`config.mk`:
```
export PLATFORM = sky130hd
export DESIGN_NAME = mbe_front
export DESIGN_NICKNAME = d
export VERILOG_FILES = /design/src/sv/mbe_pkg.sv /design/src/sv/mbe_front.sv
export SDC_FILE = /design/constraint.sdc
export NUM_CORES = 2
export LEC_CHECK = 0
export BUFFER_PORTS_ARGS = -buffer_cell sky130_fd_sc_hd__buf_2
export CORE_ASPECT_RATIO = 1.4
export CORE_MARGIN = 8
export CORE_UTILIZATION = 40
export CTS_BUF_LIST = sky130_fd_sc_hd__clkbuf_16
export DETAILED_ROUTE_END_ITERATION = 10
export PLACE_DENSITY = 0.62
export REMOVE_ABC_BUFFERS = 1
export SYNTH_ARGS = -nofsm -noshare
export SYNTH_HDL_FRONTEND = slang
export SYNTH_SLANG_ARGS = --single-unit
```
`constraint.sdc`:
```
create_clock -name clock -period 9.6 [get_ports clock]
set_input_delay 2.88 -clock clock [delete_from_list [all_inputs] [get_ports clock]]
set_output_delay 2.88 -clock clock [all_outputs]
set_load 0.02 [all_outputs]
```
`src/sv/mbe_pkg.sv`:
```
// shared types, constants and helpers for the mandelbrot escape-time block
// no dependencies; imported by every module of the block
package mbe_pkg;

   localparam int unsigned Q_FRAC   = 28;
   localparam int unsigned MAX_ITER = 1000;
   localparam int unsigned ITER_W   = 10;
   localparam int unsigned MAX_DIM  = 4096;
   localparam int unsigned DIM_W    = 13;
   localparam int unsigned COORD_W  = 12;
   localparam int unsigned INDEX_W  = 24;
   localparam int unsigned ADDR_W   = 5;

   // 4.0 in q4.28
   localparam logic signed [36:0] ESC_LIMIT = 37'sd1073741824;

   localparam int unsigned QUEUE_DEPTH = 4;
   localparam int unsigned QPTR_W      = 2;

   // register indexes
   localparam logic [2:0] REG_CORNER_RE = 3'd0;
   localparam logic [2:0] REG_CORNER_IM = 3'd1;
   localparam logic [2:0] REG_STEP_RE   = 3'd2;
   localparam logic [2:0] REG_STEP_IM   = 3'd3;
   localparam logic [2:0] REG_WIDTH     = 3'd4;
   localparam logic [2:0] REG_HEIGHT    = 3'd5;

   localparam logic [31:0] RST_CORNER_RE = 32'hE000_0000;
   localparam logic [31:0] RST_CORNER_IM = 32'hE800_0000;
   localparam logic [31:0] RST_STEP      = 32'h0003_0031;

   typedef struct packed {
      logic signed [31:0] corner_re;
      logic signed [31:0] corner_im;
      logic signed [31:0] step_re;
      logic signed [31:0] step_im;
      logic [DIM_W-1:0]   width;
      logic [DIM_W-1:0]   height;
   } mbe_cfg_type;

   // one classified request waiting for the iteration engine
   typedef struct packed {
      logic signed [31:0] c_re;
      logic signed [31:0] c_im;
      logic [INDEX_W-1:0] pixel_index;
      logic               out_of_range;
   } mbe_job_type;

   typedef enum logic [1:0] {
      CORE_IDLE,
      CORE_MUL,
      CORE_UPD,
      CORE_DONE
   } mbe_core_state_type;

   function automatic logic signed [31:0] sat32(input logic signed [45:0] v);
      logic signed [31:0] r;
      if (v > 46'sd2147483647) begin
         r = 32'sh7FFF_FFFF;
      end else if (v < -46'sd2147483648) begin
         r = 32'sh8000_0000;
      end else begin
         r = signed'(v[31:0]);
      end
      return r;
   endfunction

endpackage

```
`src/sv/mbe_front.sv`:
```
// front end: takes requests, checks the grid bounds, forms c and the pixel index
// depends on mbe_pkg; feeds mbe_queue
module mbe_front (
   input  logic                            clock,
   input  logic                            reset,
   input  mbe_pkg::mbe_cfg_type            cfg,
   input  logic                            req_valid,
   input  logic [mbe_pkg::COORD_W-1:0]     req_column,
   input  logic [mbe_pkg::COORD_W-1:0]     req_row,
   output logic                            req_stall,
   output logic                            push,
   output mbe_pkg::mbe_job_type            push_job,
   input  logic                            queue_full
);
   import mbe_pkg::*;

   logic                     hold_valid_ff, hold_valid_in;
   logic signed [44:0]       prod_re_ff, prod_re_in;
   logic signed [44:0]       prod_im_ff, prod_im_in;
   logic [INDEX_W-1:0]       index_ff, index_in;
   logic                     oor_ff, oor_in;
   logic                     accept;
   logic [DIM_W-1:0]         w_eff, h_eff;
   logic [24:0]              row_times_w;
   logic signed [45:0]       sum_re, sum_im;

   assign req_stall = hold_valid_ff && queue_full;
   assign accept    = req_valid && !req_stall;
   assign push      = hold_valid_ff && !queue_full;

   always_comb begin
      w_eff = (cfg.width > DIM_W'(MAX_DIM)) ? DIM_W'(MAX_DIM) : cfg.width;
      h_eff = (cfg.height > DIM_W'(MAX_DIM)) ? DIM_W'(MAX_DIM) : cfg.height;
      oor_in = ({1'b0, req_column} >= w_eff) || ({1'b0, req_row} >= h_eff);
      row_times_w = 25'(req_row) * 25'(w_eff);
      index_in = oor_in ? '0 : INDEX_W'(row_times_w + 25'(req_column));
      prod_re_in = 45'(cfg.step_re) * 45'(signed'({1'b0, req_column}));
      prod_im_in = 45'(cfg.step_im) * 45'(signed'({1'b0, req_row}));
      hold_valid_in = accept ? 1'b1 : (push ? 1'b0 : hold_valid_ff);
   end

   always_comb begin
      sum_re = 46'(cfg.corner_re) + 46'(prod_re_ff);
      sum_im = 46'(cfg.corner_im) + 46'(prod_im_ff);
      push_job.c_re         = sat32(sum_re);
      push_job.c_im         = sat32(sum_im);
      push_job.pixel_index  = index_ff;
      push_job.out_of_range = oor_ff;
   end

   always_ff @(posedge clock) begin
      if (reset) begin
         hold_valid_ff <= 1'b0;
      end else begin
         hold_valid_ff <= hold_valid_in;
      end
   end

   always_ff @(posedge clock) begin
      if (accept) begin
         prod_re_ff <= prod_re_in;
         prod_im_ff <= prod_im_in;
         index_ff   <= index_in;
         oor_ff     <= oor_in;
      end
   end

endmodule

```
; After elaboration in Yosys (flattened, before gate mapping)
; Cells that the tools add are included.
; W data, S select, Z words.
[word_totals]
ff_bits = 116
in_bits = 182
output_inout_bits = 91
word_cells = 34
[classes]
n_addsub = 3
mul = 3
magnitude_cmp = 8
muxes = 8
n_reduce_logical = 7
[ops]
columns = cell, count
row1 = $mux W32, 4
row2 = $add A32 B45 Y46, 2
row3 = $gt A46 B32 Y1 const B, 2
row4 = $lt A46 B32 Y1 const B, 2
row5 = $mul A32 B13 Y45, 2
row6 = $ge A12 B13 Y1, 2
row7 = $gt A13 B13 Y1 const B, 2
row8 = $mux W13, 2
row9 = $add A24 B12 Y24, 1
row10 = $mul A12 B13 Y24, 1
row11 = $logic_and A1 B1 Y1, 3
row12 = $logic_not A1 Y1, 2
row13 = $mux W1, 2
row14 = $reduce_bool A2 Y1, 1
row15 = $logic_or A1 B1 Y1, 1

; Depth between registers and ports, before layout
[logic_depth]
ltp_word = 4
ltp_mapped = 27
ltp_nobuf = 25

; Least setup slack after synthesis
; No wires, ideal clock.
[synth_path]
kind = input -> output
startpoint = input cfg[122] (netlist name)
endpoint = output push_job[58] (netlist name)
arrival_time_ns = 6.592
required_ns = 6.720
path_slack_ns = 0.128
path_stages = 15
n_path_buf = 1
cell_sequence = ha_1 > fa_1 > a21oi_2 > nor2_1 > o311a_1 > o32a_1 > a211o_2 > a31o_2 > a31oi_1 > o21bai_1 > xnor2_1 > or4b_1 > o31a_1 > buf_6 > a21o_1
[synth_rtl]
columns = element, line
row1 = start: declaration, mbe_front.sv:6  ; input mbe_pkg::mbe_cfg_type cfg,
row2 = end: declaration, mbe_front.sv:12  ; output mbe_pkg::mbe_job_type push_job,

==> results.toml <==
[run_status]
status = "finished, violations left"
violations = "negative setup slack"

[placed_design]
place_area_um2 = 44870
place_hpwl_mm = 99.58
portBuffers = 272
globalplace.congestion = 0.9288

[clocking]
cts_hold_buf = 0
clk_pin_slew_ns = 0.07
tritoncts = "built"
cts_root_buf = "clkbuf_16"
cts_max_path_buffers = 2
cts_buffers = 17
worstSkewPairLatency_ns = 0.49
clkSinkCount = 116
h-tree-depth = 4

[setup_path]
crit_path_start_kind = "input port"
cp.required_ns = 6.72
worstPathArrival_ns = 6.81
regToRegSetupSlack_ns = 7.96
worst-setup-path-type = "input port to output pin"
crit_chain = "buf_6 > ha_4 > fa_2 > a21oi_2 > o211ai_1 > o211ai_1 > a2111oi_2 > buf_4 > o31ai_4 > a21oi_2 > buf_4 > o211ai_1 > a21oi_2 > xnor2_2 > buf_4 > nand4b_1 > o41ai_4 > buf_4 > buf_12 > o31ai_4 > buf_6"
rr_endpoint = "index_ff[6]"
crit_start = "cfg[90]"
end_kind = "output pin"
crit_path_end = "push_job[37]"
cpPeakStageDelay_ns = 0.49
cpMostUsedCell = "buf_4"
cpMaxStageDelayCell = "o211ai_1"
ff2ff_path_depth = 3
crit_path_max_fanout = 8
r2r_start = "hold_valid_ff"

[logic_synthesis]
synthTopCellsByArea = "fa_1 39%, ha_1 12%, inv_1 8.4%"
synth.avg_cell_area_um2 = 8.914
yosysTopAreaCell = "fa_1"
synth_edf_count = 115
ys_seq_area_share_pct = 8.436
yosys_register_bits = 116
synthCells = 4619
ys_types = 84
synth_top_cell_area_share_pct = 38.80
postSynth.asyncResetShare_pct = 0
synth.most_common_cell = "inv_1"
ys_warn_count = 0
netlist_area_um2 = 41170
ys.flop_type = "edfxtp_1"
ys_top_cells_by_count = "924 x inv_1, 798 x fa_1, 537 x nand2_1"

[drt]
ant_nets = 0
routed_wl_mm = 119.4
wire_per_inst_um = 19.06
route.detailed.drc = 0
via_per_inst = 5.174
drt_iter0_drc = 1468
firstDrtPassIters = 8
via_count = 32390

[sta]
fin_skew_ns = 0.01834
period_share_pct = 101.0
slew_headroom_pct = 45.45
hold_violations = 0
rsz0062_at_grt = "true"
drv_slew = 0
tightest_slew_ns = 0.8182
max_freq_ghz = 0.1032
period_minus_slack_ns = 9.692
setup_violations = 48
setup_slack_ns = -0.09214
holdWs_ns = 0.6567

[grt]
grt_usage_pct = 21.37
grt_pass1_vias = 35820
antenna_found_initial = 12
grt-ovfl-total = 0
grt_max_degree = 116
grt_pass1_wl_mm = 192.2

[floorplan]
start_util_pct = 40.26
die-area_um2 = 113600
die_height_um = 395.6
die_x_um = 287.2
rows = 139
core_um2 = 102300
ios = 273

[final_layout]
nFillCells = 10060
drive_gt1_share_pct = 12.24
finalNetCount = 6264
syn2layout_area_growth_pct = 12.97
postLayoutCellArea_um2 = 46510

[flow_run]
maxCapViolCount = 0

[min_path]
hold_class = "register to register"
## logic make-up (layout without fill, tap and decap cells)
logic type,Yosys count,after routing,share of synthesized area [%]
mux,4,4,0.1003
flops,116,116,8.436
xor+xnor,183,183,3.893
other cells,0,5,0
buf+inv,1133,1431,10.40
fa+ha+maj,1178,1178,50.35
compound gates,633,633,10.05
simple gates,1372,1372,16.78
## through the flow
step                std cells  worst slack, ns  TNS (ns)  utilization, %
finish                   6261         -0.09214    -1.526           45.48
global route             6256          -0.1664    -6.968           45.47
CTS                      6249         -0.08477    -2.299           45.12
detailed placement       6203          -0.4970    -20.04           43.88
global placement         6203          -0.3008    -13.49           43.88
floorplan                4410          -0.9503    -29.70               -
## metal layers
metal / track usage (%) / up-vias / routed length, µm
li1: - / 14890 / -
met3: 3.007 / 228 / 5658
met4: 7.618 / 4 / 4257
met2: 40.04 / 826 / 63850
met1: 24.43 / 16450 / 45570
met5: 0 / - / 21
## placed cells by master, fill, tap and decap left out, types with 5 or more instances in the layout
cell type  instances
a211o_1            8
a211oi_1          26
a21o_1           133
a21oi_1          171
a21oi_2            6
a31oi_1           15
a41oi_1            5
and2_1           484
and3_1            18
and4_1             6
buf_12             8
buf_2            231
buf_4            198
buf_6             33
clkbuf_16         18
diode_2            5
edfxtp_1         115
fa_1             796
ha_1             376
inv_1            924
nand2_1          536
nand2b_1          33
nand3_1           28
nand4_1           26
nor2_1           133
nor2b_1           41
nor3_1            28
o211ai_1          13
o21a_1            31
o21ai_0           86
o21ai_2           16
o21ai_4           14
o21bai_1          31
or2_2              5
xnor2_1          121
xor2_1            58
## registers in the layout, indices dropped and copies added, names as in the netlist
name	cells
hold_valid_ff	1
index_ff	24
oor_ff	1
prod_im_ff	45
prod_re_ff	45
## worst min-delay path by stage
stage                              from  cells after the start       endpoint  slack, ns
after floorplan           hold_valid_ff                      3  hold_valid_ff       0.68
after global placement    hold_valid_ff                      3  hold_valid_ff       0.64
after detailed placement  hold_valid_ff                      3  hold_valid_ff       0.66
after CTS                 hold_valid_ff                      3  hold_valid_ff       0.67
after global routing      hold_valid_ff                      3  hold_valid_ff       0.69
final                     hold_valid_ff                      3  hold_valid_ff       0.66
## repair_timing
item                       4_1_cts  5_1_grt
setup buffers                    9        6
setup endpoints to repair       62       62
gates cloned                     5        1
resized for setup              157       53
pin swaps                       39       15
## worst max-delay path: cells and delay by family
| family | cells | cell delay [ns] |
|---|---|---|
| buffers and inverters | 7 | 1.10 |
| xor gates and xnor gates | 1 | 0.17 |
| and+or+nand+nor | 1 | 0.15 |
| AOI/OAI and AO/OA | 10 | 2.11 |
| adders and majority gates | 2 | 0.38 |
## layout make-up
class	instances	area, µm²	share of cell area (%)
antenna	5	12.51	0.02690
clock buffer	17	425.4	0.9146
clock inverter	15	153.9	0.3309
inverter	924	3468	7.457
multi-input combinational	3370	33990	73.08
sequential	116	3473	7.467
tap	1339	1675	3.602
timing repair buffer	475	3314	7.126
Power is left out: the tool's default activity adds up to more than one toggle a clock period on the data nets, which glitch-free logic cannot reach.
