**config.mk**
```make
export PLATFORM = sky130hd
export DESIGN_NAME = mbe_queue
export DESIGN_NICKNAME = d
export VERILOG_FILES = /design/src/sv/mbe_pkg.sv /design/src/sv/mbe_queue.sv
export SDC_FILE = /design/constraint.sdc
export NUM_CORES = 1
export LEC_CHECK = 0
export ABC_AREA = 1
export ABC_CLOCK_PERIOD_IN_PS = 8300
export BUFFER_PORTS_ARGS = -buffer_cell sky130_fd_sc_hd__buf_4
export CAP_MARGIN = 40
export CORE_MARGIN = 2
export CORE_UTILIZATION = 45
export CTS_CLUSTER_DIAMETER = 40
export CTS_CLUSTER_SIZE = 16
export DETAILED_ROUTE_END_ITERATION = 8
export PLACE_DENSITY = 0.69
export SYNTH_ARGS = -nofsm -noshare
export SYNTH_HDL_FRONTEND = slang
export SYNTH_SLANG_ARGS = --single-unit
```
**constraint.sdc**
```tcl
create_clock -name clock -period 8.3 [get_ports clock]
set_clock_uncertainty 0.15 [all_clocks]
set_input_delay 0 -clock clock [delete_from_list [all_inputs] [get_ports clock]]
set_output_delay 0 -clock clock [all_outputs]
set_load 0.005 [all_outputs]
```
**src/sv/mbe_pkg.sv**
```systemverilog
// shared types, constants and helpers for the mandelbrot escape-time block
// no dependencies; imported by every module of the block
package mbe_pkg;

   localparam int unsigned Q_FRAC   = 28;
   localparam int unsigned MAX_ITER = 1000;
   localparam int unsigned ITER_W   = 10;
   localparam int unsigned MAX_DIM  = 4096;
   localparam int unsigned DIM_W    = 13;
   localparam int unsigned COORD_W  = 12;
   localparam int unsigned INDEX_W  = 24;
   localparam int unsigned ADDR_W   = 5;

   // 4.0 in q4.28
   localparam logic signed [36:0] ESC_LIMIT = 37'sd1073741824;

   localparam int unsigned QUEUE_DEPTH = 4;
   localparam int unsigned QPTR_W      = 2;

   // register indexes
   localparam logic [2:0] REG_CORNER_RE = 3'd0;
   localparam logic [2:0] REG_CORNER_IM = 3'd1;
   localparam logic [2:0] REG_STEP_RE   = 3'd2;
   localparam logic [2:0] REG_STEP_IM   = 3'd3;
   localparam logic [2:0] REG_WIDTH     = 3'd4;
   localparam logic [2:0] REG_HEIGHT    = 3'd5;

   localparam logic [31:0] RST_CORNER_RE = 32'hE000_0000;
   localparam logic [31:0] RST_CORNER_IM = 32'hE800_0000;
   localparam logic [31:0] RST_STEP      = 32'h0003_0031;

   typedef struct packed {
      logic signed [31:0] corner_re;
      logic signed [31:0] corner_im;
      logic signed [31:0] step_re;
      logic signed [31:0] step_im;
      logic [DIM_W-1:0]   width;
      logic [DIM_W-1:0]   height;
   } mbe_cfg_type;

   // one classified request waiting for the iteration engine
   typedef struct packed {
      logic signed [31:0] c_re;
      logic signed [31:0] c_im;
      logic [INDEX_W-1:0] pixel_index;
      logic               out_of_range;
   } mbe_job_type;

   typedef enum logic [1:0] {
      CORE_IDLE,
      CORE_MUL,
      CORE_UPD,
      CORE_DONE
   } mbe_core_state_type;

   function automatic logic signed [31:0] sat32(input logic signed [45:0] v);
      logic signed [31:0] r;
      if (v > 46'sd2147483647) begin
         r = 32'sh7FFF_FFFF;
      end else if (v < -46'sd2147483648) begin
         r = 32'sh8000_0000;
      end else begin
         r = signed'(v[31:0]);
      end
      return r;
   endfunction

endpackage

```
**src/sv/mbe_queue.sv**
```systemverilog
// short queue of classified requests between the front end and the engine
// depends on mbe_pkg
module mbe_queue (
   input  logic                  clock,
   input  logic                  reset,
   input  logic                  push,
   input  mbe_pkg::mbe_job_type  push_job,
   output logic                  full,
   input  logic                  pop,
   output mbe_pkg::mbe_job_type  pop_job,
   output logic                  empty
);
   import mbe_pkg::*;

   mbe_job_type         slot_ff [QUEUE_DEPTH];
   logic [QPTR_W-1:0]   wr_ptr_ff, wr_ptr_in;
   logic [QPTR_W-1:0]   rd_ptr_ff, rd_ptr_in;
   logic [QPTR_W:0]     count_ff, count_in;

   assign full    = (count_ff == (QPTR_W+1)'(QUEUE_DEPTH));
   assign empty   = (count_ff == '0);
   assign pop_job = slot_ff[rd_ptr_ff];

   always_comb begin
      wr_ptr_in = push ? wr_ptr_ff + 1'b1 : wr_ptr_ff;
      rd_ptr_in = pop ? rd_ptr_ff + 1'b1 : rd_ptr_ff;
      count_in  = count_ff;
      if (push && !pop) begin
         count_in = count_ff + 1'b1;
      end else if (pop && !push) begin
         count_in = count_ff - 1'b1;
      end
   end

   always_ff @(posedge clock) begin
      if (reset) begin
         wr_ptr_ff <= '0;
         rd_ptr_ff <= '0;
         count_ff  <= '0;
      end else begin
         wr_ptr_ff <= wr_ptr_in;
         rd_ptr_ff <= rd_ptr_in;
         count_ff  <= count_in;
      end
   end

   always_ff @(posedge clock) begin
      if (push) begin
         slot_ff[wr_ptr_ff] <= push_job;
      end
   end

endmodule

```
After elaboration in Yosys (flattened, before gate mapping)
Memory sizes are Yosys's and may differ from the RTL's. A register that Yosys moved wholly into a read port is not among the register bits.
Index checks and enable logic that the tools add are counted.
{ "totals": {"register_bits": 7, "ram_bits": 356, "input_bits": 93, "out_inout_bits": 91, "n_memories": 1} }
{ "memory_table": {"columns": ["name", "depth", "width", "read_ports", "rd_clocked_by_memory_dff", "write_ports", "line", "rtl"], "rows": [
  ["slot_ff", 4, 89, 1, 1, 1, "mbe_queue.sv:15", "mbe_job_type slot_ff [QUEUE_DEPTH];"]
]} }
{ "classes": {"addsub": 4, "eq_ne": 1, "muxes": 6, "n_reduce_logical": 6} }
{ "ops": {"columns": ["operator", "count"], "rows": [
  ["$mux 3", 2],
  ["$add 2x1->2 const B", 2],
  ["$mux 2", 2],
  ["$add 3x1->3 const B", 1],
  ["$eq 3x3->1 const B", 1],
  ["$logic_not 3->1", 1],
  ["$sub 3x1->3 const B", 1],
  ["$logic_and 1x1->1", 2],
  ["$logic_not 1->1", 2],
  ["$mux 1", 2],
  ["$reduce_bool 2->1", 1]
]} }

Logic depth before layout (Yosys ltp)
Gate-level depths: netlist of run 1.
{ "logic_depth": {"ltp_word": 4, "depth_mapped": 10, "ltp_nobuf": 10} }

Worst setup path after synthesis of run 1
Ideal clock, no wire load.
{ "synth_timing": {"path_kind": "reg2reg", "startpoint": "register wr_ptr_ff[0]", "endpoint": "memory slot_ff[2][0] in the netlist's numbering (enable)", "setup_ps": 443, "arrival_ps": 2310, "setup_slack_ps": 5398, "path_stages_with_launch": 5, "path_buffers": 0, "path_cell_list": "dfxtp_1 -> inv_1 -> ha_1 -> nand2_1 -> inv_1"} }
{ "synth_rtl": {"columns": ["element", "line", "rtl"], "rows": [
  ["start: declaration", "mbe_queue.sv:16", "logic [QPTR_W-1:0] wr_ptr_ff, wr_ptr_in;"],
  ["start signal: assignment", "mbe_queue.sv:41", "wr_ptr_ff <= wr_ptr_in;"],
  ["end: declaration", "mbe_queue.sv:15", null]
]} }
No word-level cell before the write port.

==> results.json, run 1 <==
{
  "global_route.usage.total_pct": 18.9,
  "core_sq_um": 29700,
  "synth_top_area_cell": "edfxtp_1",
  "setup_violations": 0,
  "tritoncts_clock_tree": "built",
  "sequential_element_share_of_the_synthesized_area_pct": 79.8,
  "netlist_top_cells_area": "edfxtp_1 (78%), o21ai_0 (5.6%), nor2_1 (5.1%), o22ai_1 (4.1%), dfxtp_1 (1.3%)",
  "route.antenna.remaining_nets": 0,
  "synthArstFlopShare_pct": 0,
  "num_rows": 63,
  "grt_start_max_net_pins": 86,
  "worst_slew_pin_slew_ps": 838,
  "clk_latency_ps": 520,
  "timing.slew.headroom_pct": 44.2,
  "cts_htree_levels": 2,
  "synthesis.area_sq_um": 13600,
  "grt_use_met1_pct": 23.9,
  "starting_utilization_of_the_core_area_pct": 45.8,
  "dp_hpwl_um": 15800,
  "vias": 8562,
  "fp.dieH_um": 178,
  "cts_setup_buffers": 0,
  "ios": 184,
  "number_of_unique_standard_cell_types_used_by_synthesis": 22,
  "final_stage_net_count": 1292,
  "status": "finished clean",
  "synth_to_layout_area_growth_pct": 29.7,
  "cap_viol_max_count": 0,
  "setup_cp_type": "reg -> out",
  "synth_common_cells": "edfxtp_1 (356), nor2_1 (184), o21ai_0 (152)",
  "cp_num_buf_inv": 4,
  "timing.hold.ws_ps": 66.6,
  "worst_setup_path_end_kind": "output pin",
  "hold_buffers": 93,
  "min_period_ps": 3230,
  "netlist.area_leader.share_pct": 78.5,
  "arrival_ps": 3080,
  "postSynthCellCount": 919,
  "routabilityCongestion": 0.695,
  "timing.setup.tns_ps": 0,
  "n_fill_cell": 2240,
  "first_global_vias": 8818,
  "post_synth.cell_area_avg_sq_um": 14.8,
  "place.port_buffers": 183,
  "drt-wirelength-per-cell_um": 18.4,
  "synth_seq_cells": 365,
  "drt_first_pass_iters": 4,
  "cts-root-buf": "clkbuf_16",
  "crit_path_top_delay_cell": "dfxtp_4",
  "crit_required_ps": 8150,
  "finish.instance_area_sq_um": 17700,
  "grt_setup_unrepaired": "false",
  "final_layout_size_suffix_gt1_share_pct": 22.1,
  "first_pass_grt_wire_length_um": 46200,
  "worst_hold_path_type": "in -> reg",
  "synthFlopType": "edfxtp_1",
  "fmax_ghz": 0.309,
  "ys_warn_count": 0,
  "cts_buffers": 43,
  "routed_via_density": 5.29,
  "critical_path.max_fanout": 85,
  "grt_util_met2_pct": 32.6,
  "clkSlewWorstSetupHoldPaths_ps": 60,
  "die-area_sq_um": 31700,
  "detail_route.iter0.violations": 633,
  "worstSetupStartpointType": "flip-flop",
  "grt.busiest_layer": "met2",
  "die_w_um": 178,
  "synth.most_common_cell": "edfxtp_1",
  "critPathTopFamily": "buffers and inverters",
  "powerDensity_nw_per_um2": 251,
  "fin_crit_sh_pct": 39.0,
  "crit_top_cell": "buf_4",
  "hold_viol_final": 0,
  "antenna_found_initial": 1,
  "total_global_routing_overflow": 0,
  "global_route.usage.met3_pct": 4.20,
  "placement.cell_area_sq_um": 15300,
  "drc": 0,
  "worst_path_largest_cell_delay_ps": 580,
  "ir_worst_vdd_mv": 0.193,
  "ctsLongestPathBuffers": 3,
  "totalWireLength_um": 29800,
  "final_slew_violations": 0,
  "p_leak_nw": 6.26,
  "synth_edf_count": 356,
  "cts.repair.resized": 0,
  "cp_cell_sequence": "inv_6 > buf_4 > buf_12 > o21ai_0 > o22ai_1 > buf_4",
  "clock-sinks": 365,
  "final.setup.worst_slack_ps": 5070,
  "place_worst_setup_slack_ps": 5560,
  "synthesis.nets": 1018
}
## flip-flops by register name (all words and copies together) (netlist names), named ones only
signal	cells
count_ff	3
wr_ptr_ff	2
rd_ptr_ff	2
slot_ff	356
## layer usage
layer	part of all wire, %	vias up	routed length, um
met5	0	-	0
met1	42	4227	12500
met4	1.8	0	531
met2	50	270	14900
met3	6.4	47	1900
li1	-	4018	-
## cells by family after synthesis
| family | count (synthesis) | synth area share (%) |
|---|---|---|
| AND/OR/NAND/NOR | 197 | 5.47 |
| adder cells (fa/ha/maj) | 6 | 0.606 |
| XOR/XNOR | 1 | 0.0643 |
| buffers and inverters | 75 | 3.12 |
| AO/OA/AOI/OAI | 275 | 10.9 |
| flip-flops | 365 | 79.8 |
## cell type report
type	instances	area, sq um	area share, %
clock buffers	50	1140	6.48
well taps	390	488	2.76
multi-input cells	479	2320	13.2
inverters	17	78.8	0.446
diodes	1	2.50	0.0142
flip-flops and latches	365	10900	61.6
clock inverters	29	322	1.82
repair buffers	287	2430	13.8
## layout by cell type, fill, tap and decap left out
master	n
buf_12	2
inv_4	4
ha_1	5
nand4_1	1
a21oi_1	3
dfxtp_2	1
clkbuf_16	45
clkinv_4	4
clkbuf_1	5
buf_16	1
bufinv_16	4
fa_1	1
inv_6	7
inv_2	1
clkinv_2	2
clkinv_1	5
clkinv_8	2
o22ai_1	89
nand3_1	1
o21ai_0	152
edfxtp_1	356
clkinvlp_4	4
nand2_1	9
inv_1	11
dfxtp_1	7
diode_2	1
dfxtp_4	1
nor3_1	2
dlygate4sd3_1	93
o21ai_1	31
nor2_1	184
inv_8	2
xor2_1	1
buf_4	191
## per-stage QoR
step	std cells	power, mW	util (%)
after floorplan	919	2.35	-
after global placement	1442	2.54	51.2
after detailed placement	1445	2.55	51.4
after CTS	1617	4.47	59.4
after global routing	1618	4.60	59.5
final	1618	4.43	59.5
## power by group
| part | switching [mW] | internal, mW |
|---|---|---|
| logic | 0.224 | 0.188 |
| clock network | 0.748 | 1.14 |
| registers | 0.0269 | 2.11 |
## path summary, 6_finish.rpt
| path | start | slack [ps] | to | cells after the start |
|---|---|---|---|---|
| worst min-delay path | push_job[26] | 70 | slot_ff[2][26] | 2 |
| worst max-delay path | flip-flop | 5070 | pop_job[33] | 6 |
| worst min register to register | rd_ptr_ff[1] | 300 | flip-flop | 1 |
| worst max register to register | wr_ptr_ff[0] | 5850 | slot_ff[0][24] | 5 |
(Power assumes the default switching activity.)
==> run 2, diff against run 1 <==
ABC_CLOCK_PERIOD_IN_PS = 2700   (was 8300)
PLACE_DENSITY = 0.71   (was 0.69)
clock period = 2.7 ns   (was 8.3 ns; I/O delays follow)
==> results.json, run 2 (synthesis gave the netlist of run 1 again) <==
{
  "status": "finished clean",
  "first_global_vias": 8497,
  "num_rows": 63,
  "pwr-share-seq_pct": 48.6,
  "post-place-cells": 1452,
  "drt-wirelength-per-cell_um": 18.6,
  "cellInternalPower_mw": 10.4,
  "crit_top_cell": "buf_4",
  "ios": 184,
  "crit_required_ps": 2550,
  "powerDensity_nw_per_um2": 758,
  "cts_buffers": 43,
  "cap_viol_max_count": 0,
  "fp.dieH_um": 178,
  "worst_hold_path_type": "in -> reg",
  "timing.setup.tns_ps": 0,
  "grt_start_max_net_pins": 179,
  "worst_slew_pin_slew_ps": 755,
  "layout_common_cells": "edfxtp_1 (356), buf_4 (193), nor2_1 (184), o21ai_0 (152), dlygate4sd3_1 (93)",
  "cp_cell_sequence": "buf_4 > buf_12 > o21ai_0 > o22ai_1 > buf_4",
  "setup_violations": 0,
  "share_comb_of_total_power_pct": 9.8,
  "dp_hpwl_um": 15900,
  "min_period_ps": 2340,
  "tritoncts_clock_tree": "built",
  "core_sq_um": 29700,
  "clk_latency_ps": 520,
  "final_standard_cell_utilization_of_the_core_pct": 59.6,
  "arrival_ps": 2190,
  "totalWireLength_um": 30200,
  "clkSlewWorstSetupHoldPaths_ps": 60,
  "die-area_sq_um": 31700,
  "top_regs": "slot_ff (356), count_ff (3)",
  "starting_utilization_of_the_core_area_pct": 45.8,
  "power.net_switching_mw": 3.07,
  "timing.slew.headroom_pct": 49.6,
  "hold_viol_final": 0,
  "combined_area_of_the_multi_input_logic_cells_sq_um": 2320,
  "critPathTopFamily": "buffers and inverters",
  "routed_via_density": 5.30,
  "drc": 0,
  "grt_setup_unrepaired": "false",
  "clock-sinks": 365,
  "place.port_buffers": 183,
  "final_layout_size_suffix_gt1_share_pct": 22.8,
  "ir_worst_vdd_mv": 0.672,
  "routabilityCongestion": 0.716,
  "setup_cp_type": "reg -> out",
  "final_stage_net_count": 1299,
  "worst_path_largest_cell_delay_ps": 450,
  "crit_path_top_delay_cell": "buf_4",
  "worst_setup_path_end_kind": "output pin",
  "drt_first_pass_iters": 5,
  "die_w_um": 178,
  "final_slew_violations": 0,
  "sw_frac_of_total_pct": 22.9,
  "route.antenna.remaining_nets": 0,
  "cts-root-buf": "clkbuf_16",
  "fin_crit_sh_pct": 86.6,
  "largest_reg_flops": 356,
  "p_leak_nw": 6.28,
  "total_power_mw": 13.4,
  "fmax_ghz": 0.427,
  "critical_path.max_fanout": 46,
  "clkPwrFrac_pct": 41.6,
  "worstSetupStartpointType": "flip-flop",
  "global_route.usage.total_pct": 18.8,
  "antenna_found_initial": 1,
  "ctsLongestPathBuffers": 3,
  "synth_to_layout_area_growth_pct": 30.1,
  "cts_htree_levels": 2,
  "placement.cell_area_sq_um": 15400,
  "vias": 8607,
  "finish.instance_area_sq_um": 17700,
  "registers.top_by_ff_count": "slot_ff",
  "cp_num_buf_inv": 3,
  "n_fill_cell": 2176,
  "area.sequential_sq_um": 10900,
  "post_layout_nonfiller_instances": 1623,
  "final_common_cell": "edfxtp_1",
  "total_global_routing_overflow": 0,
  "first_pass_grt_wire_length_um": 45900,
  "detail_route.iter0.violations": 799
}
run 2: area by class of cell:
class                   count  area share (%)
flip-flops and latches    365            61.4
repair buffers            294            14.3
multi-input cells         479            13.1
clock buffers              46            6.14
well taps                 390            2.75
clock inverters            31            1.80
inverters                  17           0.473
diodes                      1          0.0141
run 2: power by group through the flow:
| stage | clock network [mW] | logic, mW | registers (mW) |
|---|---|---|---|
| 3_3_place_gp | 0 | 1.18 | 6.64 |
| 6_report | 5.58 | 1.32 | 6.53 |
| 2_1_floorplan | 0 | 0.567 | 6.65 |
| 3_5_place_dp | 0 | 1.21 | 6.65 |
| 5_1_grt | 5.92 | 1.45 | 6.55 |
| 4_1_cts | 5.68 | 1.33 | 6.53 |
run 2: path summary, 6_finish.rpt:
kind / slack (ps) / cells after the start / from / endpoint
worst min-delay path: 70 / 2 / push_job[23] / slot_ff[0][23]
worst min register to register: 290 / 1 / rd_ptr_ff[1] / flip-flop
worst max register to register: 820 / 5 / wr_ptr_ff[0] / slot_ff[0][67]
worst max-delay path: 360 / 5 / flip-flop / pop_job[25]
run 2: stage by stage:
stage	hold slack [ps]	worst slack (ps)
2_1_floorplan	-77.6	167
3_3_place_gp	18.1	791
3_5_place_dp	21.2	816
4_1_cts	45.9	333
5_1_grt	58.0	222
6_report	72.3	361
run 2: what timing repair did:
action / CTS / global route
resized for setup: 0 / 0
hold buffers: 93 / 0
endpoints found under the hold margin: 365 / 0
setup endpoints to repair: 0 / 0
setup buffers: 0 / 0
run 2: layer usage:
layer  GRT usage [%]  routed length, um  vias to the layer above
met2            30.4              14600                      296
li1                -                  -                     4032
met4            4.78                414                        0
met3            4.69               2470                       38
met5               0                  0                        -
met1            25.5              12700                     4241
==> run 3, diff against run 2 <==
CORE_MARGIN = 3   (was 2)
RECOVER_POWER = 25   (was unset)
==> results.json, run 3 (synthesis gave the netlist of run 1 again) <==
{
  "status": "finished clean",
  "largest_reg_flops": 356,
  "finish.instance_area_sq_um": 17500,
  "detail_route.iter0.violations": 804,
  "p_leak_nw": 6.05,
  "fp.dieH_um": 180,
  "ir_worst_vdd_mv": 0.629,
  "crit_path_top_delay_cell": "inv_6",
  "routed_via_density": 5.27,
  "total_power_mw": 13.5,
  "powerDensity_nw_per_um2": 770,
  "final.setup.worst_slack_ps": 328,
  "cts.repair.resized": 0,
  "first_global_vias": 8522,
  "cts_buffers": 40,
  "fin_crit_sh_pct": 87.9,
  "worst_slew_pin_slew_ps": 753,
  "cts-root-buf": "clkbuf_16",
  "final_slew_violations": 0,
  "global_route.usage.total_pct": 18.3,
  "clkSlewWorstSetupHoldPaths_ps": 60,
  "timing.hold.ws_ps": 80.5,
  "final_standard_cell_utilization_of_the_core_pct": 58.8,
  "setup_cp_type": "reg -> out",
  "registers.top_by_ff_count": "slot_ff",
  "min_period_ps": 2370,
  "dp_hpwl_um": 16900,
  "die-area_sq_um": 32400,
  "critical_path.max_fanout": 74,
  "worstSetupStartpointType": "flip-flop",
  "cellInternalPower_mw": 10.4,
  "antenna_found_initial": 3,
  "drt_first_pass_iters": 5,
  "ctsLongestPathBuffers": 3,
  "cp_num_buf_inv": 3,
  "routabilityCongestion": 0.723,
  "timing.slew.headroom_pct": 49.8,
  "arrival_ps": 2220,
  "cp_cell_sequence": "inv_6 > buf_4 > o21ai_0 > o22ai_1 > buf_4",
  "num_rows": 63,
  "total_global_routing_overflow": 0,
  "totalWireLength_um": 30200,
  "synth_to_layout_area_growth_pct": 28.3,
  "crit_top_cell": "buf_4",
  "place_worst_setup_slack_ps": 763,
  "share_comb_of_total_power_pct": 9.5,
  "timing.setup.tns_ps": 0,
  "pwr-share-seq_pct": 48.6,
  "worst_setup_path_end_kind": "output pin",
  "clkPwrFrac_pct": 41.9,
  "post_layout_nonfiller_instances": 1619,
  "final_stage_net_count": 1296,
  "fmax_ghz": 0.422,
  "final_common_cell": "edfxtp_1",
  "starting_utilization_of_the_core_area_pct": 45.8,
  "ios": 184,
  "cts_setup_buffers": 0,
  "post-place-cells": 1452,
  "route.antenna.remaining_nets": 0,
  "layout_common_cells": "edfxtp_1 (356), nor2_1 (184), o21ai_0 (152), buf_4 (140), dlygate4sd3_1 (93)",
  "core_sq_um": 29700,
  "die_w_um": 180,
  "place.port_buffers": 183,
  "drc": 0,
  "worst_hold_path_type": "in -> reg",
  "first_pass_grt_wire_length_um": 47600,
  "clk_latency_ps": 520,
  "cts_htree_levels": 2,
  "power.net_switching_mw": 3.07,
  "clock-sinks": 365,
  "hold_viol_final": 0,
  "placement.cell_area_sq_um": 15400,
  "final_layout_size_suffix_gt1_share_pct": 17.9,
  "drt-wirelength-per-cell_um": 18.7,
  "crit_required_ps": 2550,
  "top_regs": "slot_ff (356), count_ff (3)",
  "sw_frac_of_total_pct": 22.8,
  "critPathTopFamily": "buffers and inverters",
  "worst_path_largest_cell_delay_ps": 390,
  "cap_viol_max_count": 0,
  "grt_setup_unrepaired": "false",
  "hold_buffers": 93,
  "tritoncts_clock_tree": "built",
  "vias": 8531,
  "setup_violations": 0,
  "grt_start_max_net_pins": 179
}
==> run 3: cell count changes in the layout (fill, tap and decap cells not counted) <==
| cell | delta |
|---|---|
| buf_12 | -2 |
| bufinv_16 | +2 |
| clkinv_4 | -3 |
| clkbuf_1 | +55 |
| inv_6 | +4 |
| clkinv_1 | +2 |
| clkbuf_16 | -2 |
| clkinv_2 | -7 |
| buf_4 | -53 |
==> run 3: worst paths after layout <==
kind	from	to	slack, ps	depth (start not counted)
max reg2reg	wr_ptr_ff[0]	slot_ff[0][67]	760	5
min reg2reg	rd_ptr_ff[1]	flip-flop	330	1
max	flip-flop	pop_job[27]	330	5
min	push_job[61]	slot_ff[0][61]	80	2
==> run 3: power groups by stage <==
stage / clock [mW] / sequential, mW / combinational [mW]
2_1_floorplan: 0 / 6.65 / 0.567
3_3_place_gp: 0 / 6.65 / 1.20
3_5_place_dp: 0 / 6.65 / 1.21
4_1_cts: 5.74 / 6.53 / 1.33
5_1_grt: 5.97 / 6.55 / 1.42
6_report: 5.64 / 6.53 / 1.28
==> run 3: routing by layer <==
layer / global-route usage, % / share of wire, % / vias to the layer above
li1: - / - / 4030
met3: 4.01 / 6.9 / 48
met1: 25.0 / 43 / 4149
met4: 5.01 / 1.8 / 4
met5: 0 / 0.069 / -
met2: 30.1 / 48 / 300
==> run 3: layout make-up <==
| cell class | count | area, sq um |
|---|---|---|
| clock buffer | 44 | 1040 |
| timing repair buffer | 294 | 2310 |
| antenna | 1 | 2.50 |
| inverter | 17 | 83.8 |
| sequential | 365 | 10900 |
| clock inverter | 29 | 360 |
| fill | 2277 | 12200 |
| tap | 390 | 488 |
| multi-input combinational | 479 | 2320 |
